### config.mk
export PLATFORM = sky130hd
export DESIGN_NAME = plu_cos
export DESIGN_NICKNAME = d
export VERILOG_FILES = /design/src/assert_macros.svh /design/src/plu_pkg.sv /design/src/plu_cos.sv
export SDC_FILE = /design/constraint.sdc
export NUM_CORES = 2
export LEC_CHECK = 0
export BUFFER_PORTS_ARGS = -buffer_cell sky130_fd_sc_hd__buf_2
export CAP_MARGIN = 20
export CORE_AREA = 2 2 410 412
export DETAILED_ROUTE_END_ITERATION = 10
export DIE_AREA = 0 0 412 414
export GPL_TIMING_DRIVEN = 1
export PLACE_DENSITY = 0.76
export SYNTH_ARGS = -nofsm -noshare
export SYNTH_HDL_FRONTEND = slang
export SYNTH_SLANG_ARGS = --single-unit
### constraint.sdc
create_clock -name clk -period 9.7 [get_ports clk]
set_clock_uncertainty 0.15 [all_clocks]
set_input_delay 0.97 -clock clk [delete_from_list [all_inputs] [get_ports clk]]
set_output_delay 0.97 -clock clk [all_outputs]
set_load 0.01 [all_outputs]
### src/assert_macros.svh
// Assertion macros used by the core RTL file.
`ifndef ASSERT_MACROS_SVH
`define ASSERT_MACROS_SVH

// Implication checked at every clock edge outside reset.
`define PLU_ASSERT_IMPLY(label, ante, cons, msg) \
    label: assert property (@(posedge clk) disable iff (!rst_n) (ante) |-> (cons)) \
        else $error(msg);

// Next-cycle implication checked outside reset.
`define PLU_ASSERT_NEXT(label, ante, cons, msg) \
    label: assert property (@(posedge clk) disable iff (!rst_n) (ante) |=> (cons)) \
        else $error(msg);

`endif

### src/plu_pkg.sv
// Shared types, constants and step functions of the Phong lighting unit.
`timescale 1ns / 1ps

package plu_pkg;

    localparam int SQRT_STEPS = 2;
    localparam int SQRT_STAGES = 32 / SQRT_STEPS;
    localparam int DIV_STEPS = 2;
    localparam int DIV_STAGES = 16 / DIV_STEPS;

    localparam logic signed [15:0] LIGHT_X_RESET = 16'sd9459;
    localparam logic signed [15:0] LIGHT_Y_RESET = 16'sd9459;
    localparam logic signed [15:0] LIGHT_Z_RESET = -16'sd9459;

    localparam logic [32:0] AMBIENT_Q32 = 33'd214748365;
    localparam logic signed [17:0] DIFFUSE_Q16 = 18'sd45875;
    localparam int SPEC_SHIFT = 15;
    localparam logic [16:0] ONE_Q16 = 17'd65536;
    localparam logic [32:0] ONE_Q32 = 33'h1_0000_0000;
    localparam logic [44:0] HALF_Q32 = 45'h0_8000_0000;
    localparam int R_SCALE_SHIFT = 17;
    localparam int L_SHIFT = 28;

    typedef enum logic [1:0] {
        REG_LIGHT_X = 2'd0,
        REG_LIGHT_Y = 2'd1,
        REG_LIGHT_Z = 2'd2
    } cfg_idx_t;

    typedef struct packed {
        logic signed [15:0] x;
        logic signed [15:0] y;
        logic signed [15:0] z;
    } vec16_t;

    typedef struct packed {
        logic               valid;
        logic [63:0]        nl_sq;
        logic [63:0]        rr;
        logic signed [32:0] d;
        logic signed [31:0] rz;
    } geom_t;

    typedef struct packed {
        logic               valid;
        logic [31:0]        nl;
        logic [31:0]        rlen;
        logic signed [32:0] d;
        logic signed [31:0] rz;
    } len_t;

    typedef struct packed {
        logic               valid;
        logic signed [17:0] diff;
        logic signed [17:0] spec;
    } cos_t;

    typedef struct packed {
        logic        valid;
        logic [11:0] red;
        logic [11:0] green;
        logic [11:0] blue;
    } color_t;

    typedef struct packed {
        logic [63:0] rad;
        logic [33:0] rem;
        logic [31:0] root;
    } sqrt_st_t;

    typedef struct packed {
        logic [31:0] rem;
        logic [15:0] q;
    } div_st_t;

    // One digit of the floor square root, two radicand bits per digit.
    function automatic sqrt_st_t sqrt_step(input sqrt_st_t s);
        sqrt_st_t    o;
        logic [35:0] rem_sh;
        logic [35:0] trial;
        rem_sh = {s.rem, s.rad[63:62]};
        trial = {2'b00, s.root, 2'b01};
        o.rad = {s.rad[61:0], 2'b00};
        if (rem_sh >= trial)
        begin
            o.rem = 34'(rem_sh - trial);
            o.root = {s.root[30:0], 1'b1};
        end
        else
        begin
            o.rem = rem_sh[33:0];
            o.root = {s.root[30:0], 1'b0};
        end
        return o;
    endfunction

    // One quotient bit of a restoring divide; rem stays below den if it starts below den.
    function automatic div_st_t div_step(input div_st_t s, input logic [31:0] den);
        div_st_t     o;
        logic [32:0] rem_sh;
        rem_sh = {s.rem, 1'b0};
        if (rem_sh >= {1'b0, den})
        begin
            o.rem = 32'(rem_sh - {1'b0, den});
            o.q = {s.q[14:0], 1'b1};
        end
        else
        begin
            o.rem = rem_sh[31:0];
            o.q = {s.q[14:0], 1'b0};
        end
        return o;
    endfunction

endpackage

### src/plu_cos.sv
// Pipelined cosine ratios |num|*2^16/den for the diffuse and specular terms.
`timescale 1ns / 1ps

module plu_cos (
    input  logic          clk,
    input  logic          rst_n,
    input  logic          en,
    input  plu_pkg::len_t len,
    output plu_pkg::cos_t cosv
);

    localparam int NS = plu_pkg::DIV_STAGES + 1;

    logic [NS-1:0] v_reg;

    // channel 0: diffuse, channel 1: specular
    logic [31:0] mag_in [2];
    logic [31:0] den_in [2];
    logic        neg_in [2];

    plu_pkg::div_st_t st_reg   [2][NS];
    plu_pkg::div_st_t st_next  [2][NS];
    logic [31:0]      den_reg  [2][NS];
    logic             neg_reg  [2][NS];
    logic             sat_reg  [2][NS];
    logic             zero_reg [2][NS];

    logic [16:0] mag_out [2];
    logic signed [17:0] cos_out [2];

    always_comb
    begin
        mag_in[0] = len.d[32] ? 32'(-len.d) : 32'(len.d);
        den_in[0] = len.nl;
        neg_in[0] = len.d[32];
        // numerator is -rz
        mag_in[1] = len.rz[31] ? 32'(-len.rz) : 32'(len.rz);
        den_in[1] = len.rlen;
        neg_in[1] = !len.rz[31] && (len.rz != '0);

        for (int c = 0; c < 2; c++)
        begin
            st_next[c][0].rem = mag_in[c];
            st_next[c][0].q = '0;
            for (int k = 1; k < NS; k++)
            begin
                st_next[c][k] = st_reg[c][k-1];
                for (int j = 0; j < plu_pkg::DIV_STEPS; j++)
                    st_next[c][k] = plu_pkg::div_step(st_next[c][k], den_reg[c][k-1]);
            end
        end

        for (int c = 0; c < 2; c++)
        begin
            if (zero_reg[c][NS-1])
                mag_out[c] = '0;
            else if (sat_reg[c][NS-1])
                mag_out[c] = plu_pkg::ONE_Q16;
            else
                mag_out[c] = {1'b0, st_reg[c][NS-1].q};
            cos_out[c] = neg_reg[c][NS-1] ? -18'(mag_out[c]) : 18'(mag_out[c]);
        end
    end

    always_ff @(posedge clk or negedge rst_n)
    begin
        if (!rst_n)
            v_reg <= '0;
        else if (en)
            v_reg <= {v_reg[NS-2:0], len.valid};
    end

    always_ff @(posedge clk)
    begin
        if (en)
        begin
            for (int c = 0; c < 2; c++)
            begin
                for (int k = 0; k < NS; k++)
                begin
                    st_reg[c][k] <= st_next[c][k];
                    if (k == 0)
                    begin
                        den_reg[c][k] <= den_in[c];
                        neg_reg[c][k] <= neg_in[c];
                        // a ratio at or above one saturates
                        sat_reg[c][k] <= (mag_in[c] >= den_in[c]);
                        zero_reg[c][k] <= (den_in[c] == '0);
                    end
                    else
                    begin
                        den_reg[c][k] <= den_reg[c][k-1];
                        neg_reg[c][k] <= neg_reg[c][k-1];
                        sat_reg[c][k] <= sat_reg[c][k-1];
                        zero_reg[c][k] <= zero_reg[c][k-1];
                    end
                end
            end
        end
    end

    assign cosv.valid = v_reg[NS-1];
    assign cosv.diff = cos_out[0];
    assign cosv.spec = cos_out[1];

endmodule

==> run_results.csv <==
group,metric,value,unit
status,status,"finished, final reports clean",
critical_path,crit_type,"flop to flop",
synth,synth_ff_type,"edfxtp_1",
critical_path,path_max_fanout,37,
placed_design,portBuffers,169,
sta,period_minus_slack,8.57,ns
grt,antenna_found_initial,3,
die,die_area,171000,um^2
synth,ys_warn_count,0,
layout,diodes,0,
clocking,clkTransAtPathRegs,0.06,ns
critical_path,reg2reg_depth,24,
synth,synth-edff-count,1222,
critical_path,crit_arrival,8.95,ns
sta,period_share,0.884,
synth,syn_inst,10100,
grt,grt_pass1_wl,398,mm
sta,setup_tns,0,ns
clocking,cts.path.max_buffers,3,
grt,grt_pass1_vias,75600,
layout,area_growth_syn_to_layout,8.16,%
clocking,clock_latency,0.79,ns
die,start_util,0.596,
synth,synthTopCellsByCount,"1,222 x edfxtp_1, 1,076 x ha_1, 946 x a21oi_1, 827 x inv_1, 641 x xnor2_1",
route,vias,76700,
placed_design,pre_cts_ws,1.19,ns
sta,setup_violations,0,
die,chipWidth,412,um
route,wl_met3,9.82,mm
route,wl_per_cell,19.9,um
synth,ys_top_cells_by_area,"edfxtp_1 37%, ha_1 14%, mux2_2 6.2%, xnor2_1 5.7%, a21oi_1 4.8%",
critical_path,rrSetupSlack,1.13,ns
route,wl_met2,121,mm
clocking,ctsResizeCount,0,
min_path,hold_depth,1,
critical_path,critPathLaunchType,"flop",
critical_path,crit_family,"compound AO/OA/AOI/OAI gates",
grt,grt-ovfl-total,0,
die,core.rowCount,150,
critical_path,rr_startpoint,"den_reg[0][225]",
critical_path,endpoint_kind,"flop",
route,wl_met1,108,mm
critical_path,slowest_stage,"o221ai_4",
synth,syn_nets,11300,
sta,max_slew_margin,0.237,
sta,tightest_slew,1.14,ns
sta,fmax,117,MHz
min_path,hold_path.class,"primary input to flop",
run,cap_violations,0,
die,io_pins,170,
clocking,h-tree-depth,4,
clocking,cts_buffers,138,
synth,synth-seq-cells,1231,
min_path,hold_start,"len[32]",
route,drt_iter0_drc,5702,
clocking,clockRootBuffer,"clkbuf_16",
die,die_h,414,um
route,final_antenna_net_count,0,
synth,ys_async_sr_fraction,0.00731,
grt,grt_max_degree,186,
synth,synth.cell_area,99100,um^2
synth,yosysTopAreaCell,"edfxtp_1",
sta,rsz0062_at_grt,"no",
synth,synth_cell_types,98,
synth,avgSynthCellArea,9.80,um^2
route,avgViaCountPerCell,6.08,
critical_path,reg2reg_to,"st_reg[0][306]",
placed_design,routabilityCongestion,0.999,
layout,drive_gt1_frac,0.106,
synth,synth_top_area_share,0.370,
grt,globalRouteTotalUtil,0.290,
route,drt_pre_antenna_iters,8,
route,drc,0,
layout,nFillCells,13500,
sta,final-max-slew-violation-count,0,
clocking,post-cts-setup-buffers,0,
clocking,clock-sinks,1231,
layout,final_nets,11500,
route,routed.top_layer,"met4",
critical_path,path_buf_inv,4,
sta,setup_slack,1.13,ns
synth,synth.most_common_cell,"edfxtp_1",
critical_path,max_stage_delay,0.79,ns
critical_path,required,10.08,ns
critical_path,path_common_cell,"a21oi_1",
critical_path,cp_cell_sequence,"inv_1, ha_1, nor2b_1, o31a_1, o31ai_1, a21oi_1, a211oi_1, o21ai_0, a21oi_1, o31a_1, inv_2, mux2_2, ha_1, nand4_1, inv_1, a221oi_1, o21ai_0, a41oi_1, o31ai_1, a221o_1, a21oi_1, o221ai_4, buf_4, mux2_2",
sta,hold_viol,0,
die,core_area,166000,um^2
route,wirelength,251,mm
clocking,tritoncts,"yes",
placed_design,hpwl,201,mm
synth,ys_seq_area_frac,0.372,
min_path,holdPathEnd,"st_reg[0][384]",
layout,largest_reg_flops,656,
==> placed cells by master, fill, tap and decap left out, drive strengths merged, types with 57 or more instances in the layout <==
master and instances:
inv 842, a21o 539, nand4 155, nand2b 147, edfxtp 1222, o31ai 95, a31oi 104, o21ai 608
and3 68, nand3 152, xnor2 641, o21bai 119, xor2 262, buf 220, ha 1076, nor3 140
clkbuf 165, a21oi 947, nor2b 110, or3 60, nand2 614, o21a 121, nor4 57, nor2 630
mux2 567
==> kinds of logic (layout without fill, tap and decap cells) <==
family,Yosys count,after routing,synth area share
buf+inv,1020,1307,0.0391
mux,590,590,0.0676
simple gates,2305,2305,0.112
fa+ha+maj,1092,1092,0.139
compound gates,2969,2969,0.190
flops,1231,1231,0.372
xor+xnor,903,903,0.0798
==> cell type report <==
type | instances | area, um^2 | area share
Clock inverter | 90 | 867 | 0.00809
Inverter | 831 | 3120 | 0.0291
Timing Repair Buffer | 221 | 1320 | 0.0123
Tap cell | 2204 | 2760 | 0.0257
Sequential cell | 1231 | 36900 | 0.344
Multi-Input combinational cell | 7859 | 58500 | 0.545
Clock buffer | 165 | 3740 | 0.0349
==> per-stage QoR <==
step / std cells / utilization / instance area [um^2] / hold WS [ns]
finish: 12600 / 0.645 / 107000 / 0.252
global route: 12600 / 0.645 / 107000 / 0.227
CTS: 12600 / 0.645 / 107000 / 0.200
detailed placement: 12300 / 0.617 / 103000 / 0.255
global placement: 12300 / 0.617 / 103000 / 0.251
floorplan: 10100 / - / 99100 / 0.250
==> worst reg2reg max path, stage by stage, from the launching register on <==
cell,delay (ns)
edfxtp_1,0.43
inv_1,0.14
ha_1,0.26
nor2b_1,0.16
o31a_1,0.28
o31ai_1,0.38
a21oi_1,0.24
a211oi_1,0.37
o21ai_0,0.23
a21oi_1,0.37
o31a_1,0.55
inv_2,0.33
mux2_2,0.38
ha_1,0.36
nand4_1,0.15
inv_1,0.08
a221oi_1,0.09
o21ai_0,0.49
a41oi_1,0.40
o31ai_1,0.62
a221o_1,0.25
a21oi_1,0.13
o221ai_4,0.79
buf_4,0.33
mux2_2,0.35
==> worst max-delay path by stage <==
stage	start	end	cells after the start
floorplan	den_reg[0][65]	st_reg[0][67]	26
global placement	den_reg[0][225]	st_reg[0][310]	24
detailed placement	den_reg[1][257]	st_reg[1][365]	27
CTS	den_reg[1][257]	st_reg[1][359]	27
global route	den_reg[0][225]	st_reg[0][310]	24
finish	den_reg[0][225]	st_reg[0][306]	24
==> metal layers <==
layer  global-route usage  vias up
met4                0.134        0
met2                0.497     2117
met5                    0        -
li1                     -    37800
met1                0.368    36200
met3               0.0277      552
==> what timing repair did <==
action                                  4_1_cts  5_1_grt
hold endpoints to repair                      9        0
endpoints found under the setup margin        0        0
hold buffers                                  1        0
Power is not shown: default switching activity piles up to over one toggle a cycle in this logic, so the estimate is an artifact.
