File: src/assert_macros.svh
// Assertion macros used by the core RTL file.
`ifndef ASSERT_MACROS_SVH
`define ASSERT_MACROS_SVH

// Implication checked at every clock edge outside reset.
`define PLU_ASSERT_IMPLY(label, ante, cons, msg) \
    label: assert property (@(posedge clk) disable iff (!rst_n) (ante) |-> (cons)) \
        else $error(msg);

// Next-cycle implication checked outside reset.
`define PLU_ASSERT_NEXT(label, ante, cons, msg) \
    label: assert property (@(posedge clk) disable iff (!rst_n) (ante) |=> (cons)) \
        else $error(msg);

`endif

File: src/plu_pkg.sv
// Shared types, constants and step functions of the Phong lighting unit.
`timescale 1ns / 1ps

package plu_pkg;

    localparam int SQRT_STEPS = 2;
    localparam int SQRT_STAGES = 32 / SQRT_STEPS;
    localparam int DIV_STEPS = 2;
    localparam int DIV_STAGES = 16 / DIV_STEPS;

    localparam logic signed [15:0] LIGHT_X_RESET = 16'sd9459;
    localparam logic signed [15:0] LIGHT_Y_RESET = 16'sd9459;
    localparam logic signed [15:0] LIGHT_Z_RESET = -16'sd9459;

    localparam logic [32:0] AMBIENT_Q32 = 33'd214748365;
    localparam logic signed [17:0] DIFFUSE_Q16 = 18'sd45875;
    localparam int SPEC_SHIFT = 15;
    localparam logic [16:0] ONE_Q16 = 17'd65536;
    localparam logic [32:0] ONE_Q32 = 33'h1_0000_0000;
    localparam logic [44:0] HALF_Q32 = 45'h0_8000_0000;
    localparam int R_SCALE_SHIFT = 17;
    localparam int L_SHIFT = 28;

    typedef enum logic [1:0] {
        REG_LIGHT_X = 2'd0,
        REG_LIGHT_Y = 2'd1,
        REG_LIGHT_Z = 2'd2
    } cfg_idx_t;

    typedef struct packed {
        logic signed [15:0] x;
        logic signed [15:0] y;
        logic signed [15:0] z;
    } vec16_t;

    typedef struct packed {
        logic               valid;
        logic [63:0]        nl_sq;
        logic [63:0]        rr;
        logic signed [32:0] d;
        logic signed [31:0] rz;
    } geom_t;

    typedef struct packed {
        logic               valid;
        logic [31:0]        nl;
        logic [31:0]        rlen;
        logic signed [32:0] d;
        logic signed [31:0] rz;
    } len_t;

    typedef struct packed {
        logic               valid;
        logic signed [17:0] diff;
        logic signed [17:0] spec;
    } cos_t;

    typedef struct packed {
        logic        valid;
        logic [11:0] red;
        logic [11:0] green;
        logic [11:0] blue;
    } color_t;

    typedef struct packed {
        logic [63:0] rad;
        logic [33:0] rem;
        logic [31:0] root;
    } sqrt_st_t;

    typedef struct packed {
        logic [31:0] rem;
        logic [15:0] q;
    } div_st_t;

    // One digit of the floor square root, two radicand bits per digit.
    function automatic sqrt_st_t sqrt_step(input sqrt_st_t s);
        sqrt_st_t    o;
        logic [35:0] rem_sh;
        logic [35:0] trial;
        rem_sh = {s.rem, s.rad[63:62]};
        trial = {2'b00, s.root, 2'b01};
        o.rad = {s.rad[61:0], 2'b00};
        if (rem_sh >= trial)
        begin
            o.rem = 34'(rem_sh - trial);
            o.root = {s.root[30:0], 1'b1};
        end
        else
        begin
            o.rem = rem_sh[33:0];
            o.root = {s.root[30:0], 1'b0};
        end
        return o;
    endfunction

    // One quotient bit of a restoring divide; rem stays below den if it starts below den.
    function automatic div_st_t div_step(input div_st_t s, input logic [31:0] den);
        div_st_t     o;
        logic [32:0] rem_sh;
        rem_sh = {s.rem, 1'b0};
        if (rem_sh >= {1'b0, den})
        begin
            o.rem = 32'(rem_sh - {1'b0, den});
            o.q = {s.q[14:0], 1'b1};
        end
        else
        begin
            o.rem = rem_sh[31:0];
            o.q = {s.q[14:0], 1'b0};
        end
        return o;
    endfunction

endpackage

File: src/plu_shade.sv
// Specular fifth power, channel sums, saturation and 12-bit scaling.
`timescale 1ns / 1ps

module plu_shade (
    input  logic            clk,
    input  logic            rst_n,
    input  logic            en,
    input  plu_pkg::cos_t   cosv,
    output plu_pkg::color_t color
);

    logic [4:0] v_reg;

    logic [16:0]        a_in;
    logic [33:0]        sq_a;
    logic [33:0]        sq_b;
    logic [33:0]        prod_c;
    logic [16:0]        a5_c;

    logic [16:0]        aA_reg;
    logic [16:0]        a2A_reg;
    logic               negA_reg;
    logic signed [17:0] diffA_reg;

    logic [16:0]        aB_reg;
    logic [16:0]        a4B_reg;
    logic               negB_reg;
    logic signed [17:0] diffB_reg;

    logic signed [17:0] s5C_reg;
    logic signed [17:0] diffC_reg;

    logic signed [35:0] diff_term;
    logic signed [35:0] spec_term;
    logic signed [35:0] red_sum;
    logic signed [35:0] gb_sum;
    logic [32:0]        red_clamp;
    logic [32:0]        gb_clamp;

    logic [32:0]        redD_reg;
    logic [32:0]        gbD_reg;

    logic [44:0]        red_scaled;
    logic [44:0]        gb_scaled;

    logic [11:0]        redE_reg;
    logic [11:0]        gbE_reg;

    function automatic logic signed [35:0] DIFFUSE_TERM(input logic signed [17:0] c);
        logic signed [35:0] p;
        p = plu_pkg::DIFFUSE_Q16 * c;
        return p;
    endfunction

    always_comb
    begin
        a_in = cosv.spec[17] ? 17'(-cosv.spec) : 17'(cosv.spec);
        sq_a = 34'(a_in) * 34'(a_in);
        sq_b = 34'(a2A_reg) * 34'(a2A_reg);
        prod_c = 34'(a4B_reg) * 34'(aB_reg);
        a5_c = 17'(prod_c >> 16);

        diff_term = DIFFUSE_TERM(diffC_reg);
        spec_term = 36'(s5C_reg) <<< plu_pkg::SPEC_SHIFT;
        red_sum = $signed({3'b000, plu_pkg::AMBIENT_Q32}) + diff_term + spec_term;
        gb_sum = $signed({3'b000, plu_pkg::AMBIENT_Q32}) + spec_term;

        if (red_sum[35])
            red_clamp = '0;
        else if (red_sum > $signed({3'b000, plu_pkg::ONE_Q32}))
            red_clamp = plu_pkg::ONE_Q32;
        else
            red_clamp = red_sum[32:0];

        if (gb_sum[35])
            gb_clamp = '0;
        else if (gb_sum > $signed({3'b000, plu_pkg::ONE_Q32}))
            gb_clamp = plu_pkg::ONE_Q32;
        else
            gb_clamp = gb_sum[32:0];

        // v * 4095 rounded half up, then the top bits
        red_scaled = {redD_reg, 12'd0} - 45'(redD_reg) + plu_pkg::HALF_Q32;
        gb_scaled = {gbD_reg, 12'd0} - 45'(gbD_reg) + plu_pkg::HALF_Q32;
    end

    always_ff @(posedge clk or negedge rst_n)
    begin
        if (!rst_n)
            v_reg <= '0;
        else if (en)
            v_reg <= {v_reg[3:0], cosv.valid};
    end

    always_ff @(posedge clk)
    begin
        if (en)
        begin
            aA_reg <= a_in;
            a2A_reg <= 17'(sq_a >> 16);
            negA_reg <= cosv.spec[17];
            diffA_reg <= cosv.diff;

            aB_reg <= aA_reg;
            a4B_reg <= 17'(sq_b >> 16);
            negB_reg <= negA_reg;
            diffB_reg <= diffA_reg;

            s5C_reg <= negB_reg ? -18'(a5_c) : 18'(a5_c);
            diffC_reg <= diffB_reg;

            redD_reg <= red_clamp;
            gbD_reg <= gb_clamp;

            redE_reg <= red_scaled[43:32];
            gbE_reg <= gb_scaled[43:32];
        end
    end

    assign color.valid = v_reg[4];
    assign color.red = redE_reg;
    assign color.green = gbE_reg;
    assign color.blue = gbE_reg;

endmodule

File: config.mk
export PLATFORM = sky130hd
export DESIGN_NAME = plu_shade
export DESIGN_NICKNAME = d
export VERILOG_FILES = /design/src/assert_macros.svh /design/src/plu_pkg.sv /design/src/plu_shade.sv
export SDC_FILE = /design/constraint.sdc
export NUM_CORES = 2
export LEC_CHECK = 0
export BUFFER_PORTS_ARGS = -buffer_cell sky130_fd_sc_hd__buf_2
export CAP_MARGIN = 20
export CORE_ASPECT_RATIO = 1.75
export CORE_MARGIN = 10
export CORE_UTILIZATION = 48
export CTS_BUF_LIST = sky130_fd_sc_hd__clkbuf_4 sky130_fd_sc_hd__clkbuf_8
export DETAILED_ROUTE_END_ITERATION = 6
export RECOVER_POWER = 100
export REMOVE_ABC_BUFFERS = 1
export SKIP_LAST_GASP = 1
export SYNTH_ARGS = -nofsm -noshare
export SYNTH_HDL_FRONTEND = slang
export SYNTH_SLANG_ARGS = --single-unit
File: constraint.sdc
create_clock -name clk -period 9.8 [get_ports clk]
set_input_delay 0.49 -clock clk [delete_from_list [all_inputs] [get_ports clk]]
set_output_delay 0.49 -clock clk [all_outputs]
set_load 0.05 [all_outputs]
==> reports/results.txt <==
CTS Buffer Depth -> 3
Fin crit period -> 8550 ps
Largest net degree at the start of global routing -> 92
WHS Endpoint -> v_reg[0]
Hold path start -> cosv[36]
Final worst slack -> 1250 ps
FP Rows -> 143
Setup TNS -> 0 ps
Cell variety after synth -> 79
Syn avg cell area -> 9.78 sq um
CTS tree -> done
R2R depth -> 21
Synth Area in Simple Gates -> 0.114
First-pass GRT wire length -> 163 mm
Core Area -> 86600 sq um
Sequential share of the synthesized area -> 0.160
Final Hold Vio Count -> 0
Avg WL per Cell -> 18.0 um
Sink Count -> 223
EDFF count, synth -> 218
R2R setup slack -> 1290 ps
Clock Skews -> 53.5 ps
Reg2reg end -> redD_reg[27]
Post-DP HPWL -> 85.6 mm
Syn-to-layout area delta -> 6.09%
Worst-path clk slew -> 60 ps
Status -> finished, violations left
Main combinational cell family by area after synthesis -> adder cells
Clock root cell -> clkbuf_8
Setup violations, final -> 0
Post-synth top flop -> edfxtp_1
Share of the synthesized area in the top cell type -> 0.358
Routed Antenna Nets -> 0
Post-layout nets -> 5679
Total track usage -> 0.207
Failing checks -> capacitance limit, slew limit
Number of global-route vias before repair -> 32.0k
Post-synthesis compound-gate area fraction -> 0.0586
Post-synthesis adder-cell area fraction -> 0.521
CP arrival -> 8940 ps
CP bufs+invs -> 8
Die Ht -> 410 um
Initial antenna violation count -> 2
Port bufs -> 76
RSZ-0062 raised after global routing -> false
Routed via count -> 28.3k
H-tree levels -> 2
Cell Area, Synth -> 41800 sq um
Final WL -> 99.6 mm
Max reg flops -> 33
CP required -> 10190 ps
Die area -> 99800 sq um
Crit Path Class -> in2reg
Fraction of registers with async set/reset -> 0.0224
Die W -> 243 um
Critical-path cell with the highest stage delay -> clkbuf_1
Source of the worst register-to-register timing path -> diffC_reg[2]
Setup WS pre-CTS -> 819 ps
Crit start category -> input port
Multi-input gate area -> 30400 sq um
Share of layout cells above drive strength 1 -> 0.0343
Slew Viols, Final -> 229
Max Fclk -> 117 MHz
Top post-synthesis cells by area -> fa_1 (36%), ha_1 (16%), edfxtp_1 (16%)
Post-Syn Instances -> 4275
CP endpoint kind -> flop
Max-cap violations -> 3
CTS Buf Count -> 42
Hold path depth -> 2
Drt pass-1 iters -> 5
Vias per cell -> 5.11
Fillers -> 8245
Yosys top cell by area -> fa_1
Max_slew headroom -> -2.57
Top cell family by delay on the critical path -> adder cells
Period utilisation layout -> 0.873
CP max FO -> 13
Xor/xnor share of the synthesized area -> 0.0321
Post-synthesis mux area share -> 0.00281
Post_cts resized -> 0
DR DRC count -> 0
Initial core utilization -> 0.483
DRT iter0 DRCs -> 1080
Io pins -> 77
Flops & latches, synth -> 223
Worst-Margin Slew -> 5360 ps
Gr ovfl total -> 0
Crit path largest cell delay -> 580 ps
Later-pin clock latency in the skew report -> 660 ps
Seq. cell area -> 6670 sq um
Final Wtd Congestion -> 0.890
Min-delay worst type -> in2reg
Synth warn -> 0
==> layout make-up <==
cell class,instances,area share
Multi-Input combinational cell,2822,0.686
Sequential cell,223,0.150
Inverter,1119,0.0947
Tap cell,1160,0.0327
Timing Repair Buffer,137,0.0174
Clock buffer,52,0.0149
Clock inverter,26,0.00423
Antenna cell,2,0.000113
==> what timing repair did <==
| action | in CTS | in global routing |
|---|---|---|
| setup buffers | 0 | 0 |
| endpoints found under the hold margin | 23 | 0 |
| hold buffers | 19 | 0 |
==> worst register-to-register path: cells and delay by family, from the launching register on <==
family	cells	cell delay, ps
fa+ha+maj	7	3000
compound gates	4	2380
buf+inv	4	230
simple gates	6	2150
flops	1	540
==> metrics by stage <==
step | hold slack (ps) | util | instances | area, sq um
floorplan | 194 | - | 4164 | 41300
global placement | 307 | 0.502 | 5442 | 43500
detailed placement | 311 | 0.502 | 5442 | 43500
CTS | 2.64 | 0.514 | 5539 | 44500
global route | 49.9 | 0.512 | 5540 | 44300
finish | 66.7 | 0.512 | 5541 | 44300
==> cell usage after synthesis (7+ instances only) <==
cell / n
o21ai_1: 7
o31ai_1: 13
nor3_1: 43
a211oi_1: 9
xnor2_1: 105
xor2_1: 48
inv_1: 1113
a21oi_1: 109
o21ai_0: 80
fa_1: 747
nand2b_1: 19
nand2_1: 408
clkbuf_1: 91
a21o_1: 44
and3_1: 24
o21a_1: 22
edfxtp_1: 218
or2_2: 9
ha_1: 547
nor2b_1: 20
nand3_1: 28
and2_1: 178
o211ai_1: 10
buf_4: 14
nand4_1: 13
nor2_1: 179
nor3b_1: 17
o21bai_1: 15
a31oi_1: 8
or3_1: 11
==> worst max path at each step <==
stage                  from          end  slack (ps)  cells past startpoint
global route        cosv[0]  a2A_reg[14]         570                     31
floorplan           cosv[8]  a2A_reg[16]        1980                     27
global placement    cosv[6]  a2A_reg[16]         960                     30
finish              cosv[0]  a2A_reg[16]        1250                     31
CTS                 cosv[6]  a2A_reg[16]        1500                     30
detailed placement  cosv[6]  a2A_reg[16]         820                     30
==> layer usage <==
layer	up-vias	GRT usage	routed length, um
li1	13300	-	-
met2	567	0.427	58200
met5	-	0	0
met3	237	0.0189	3040
met4	0	0.107	5670
met1	14200	0.195	32800
==> cells in the final DEF (no fill, tap or decap), drive strengths merged, types with 24 or more instances in the layout <==
cell    count
buf        58
edfxtp    218
and3       24
nor2      179
xor2       48
fa        747
nand2     408
ha        547
clkbuf    112
a21o       44
xnor2     105
nand3      28
and2      178
inv      1117
nor3       43
a21oi     109
o21ai      88
==> kinds of logic (layout without fill, tap and decap cells) <==
| kind of cell | after synthesis | in the layout |
|---|---|---|
| adders and majority gates | 1294 | 1294 |
| buffers and inverters | 1230 | 1334 |
| and+or+nand+nor | 989 | 989 |
| AOI/OAI and AO/OA | 375 | 375 |
| DFF | 223 | 223 |
| xor gates and xnor gates | 153 | 153 |
| muxes | 11 | 11 |
| other | 0 | 2 |
Power is left out: the tool's default activity adds up to more than one toggle a clock period on the data nets, which glitch-free logic cannot reach.
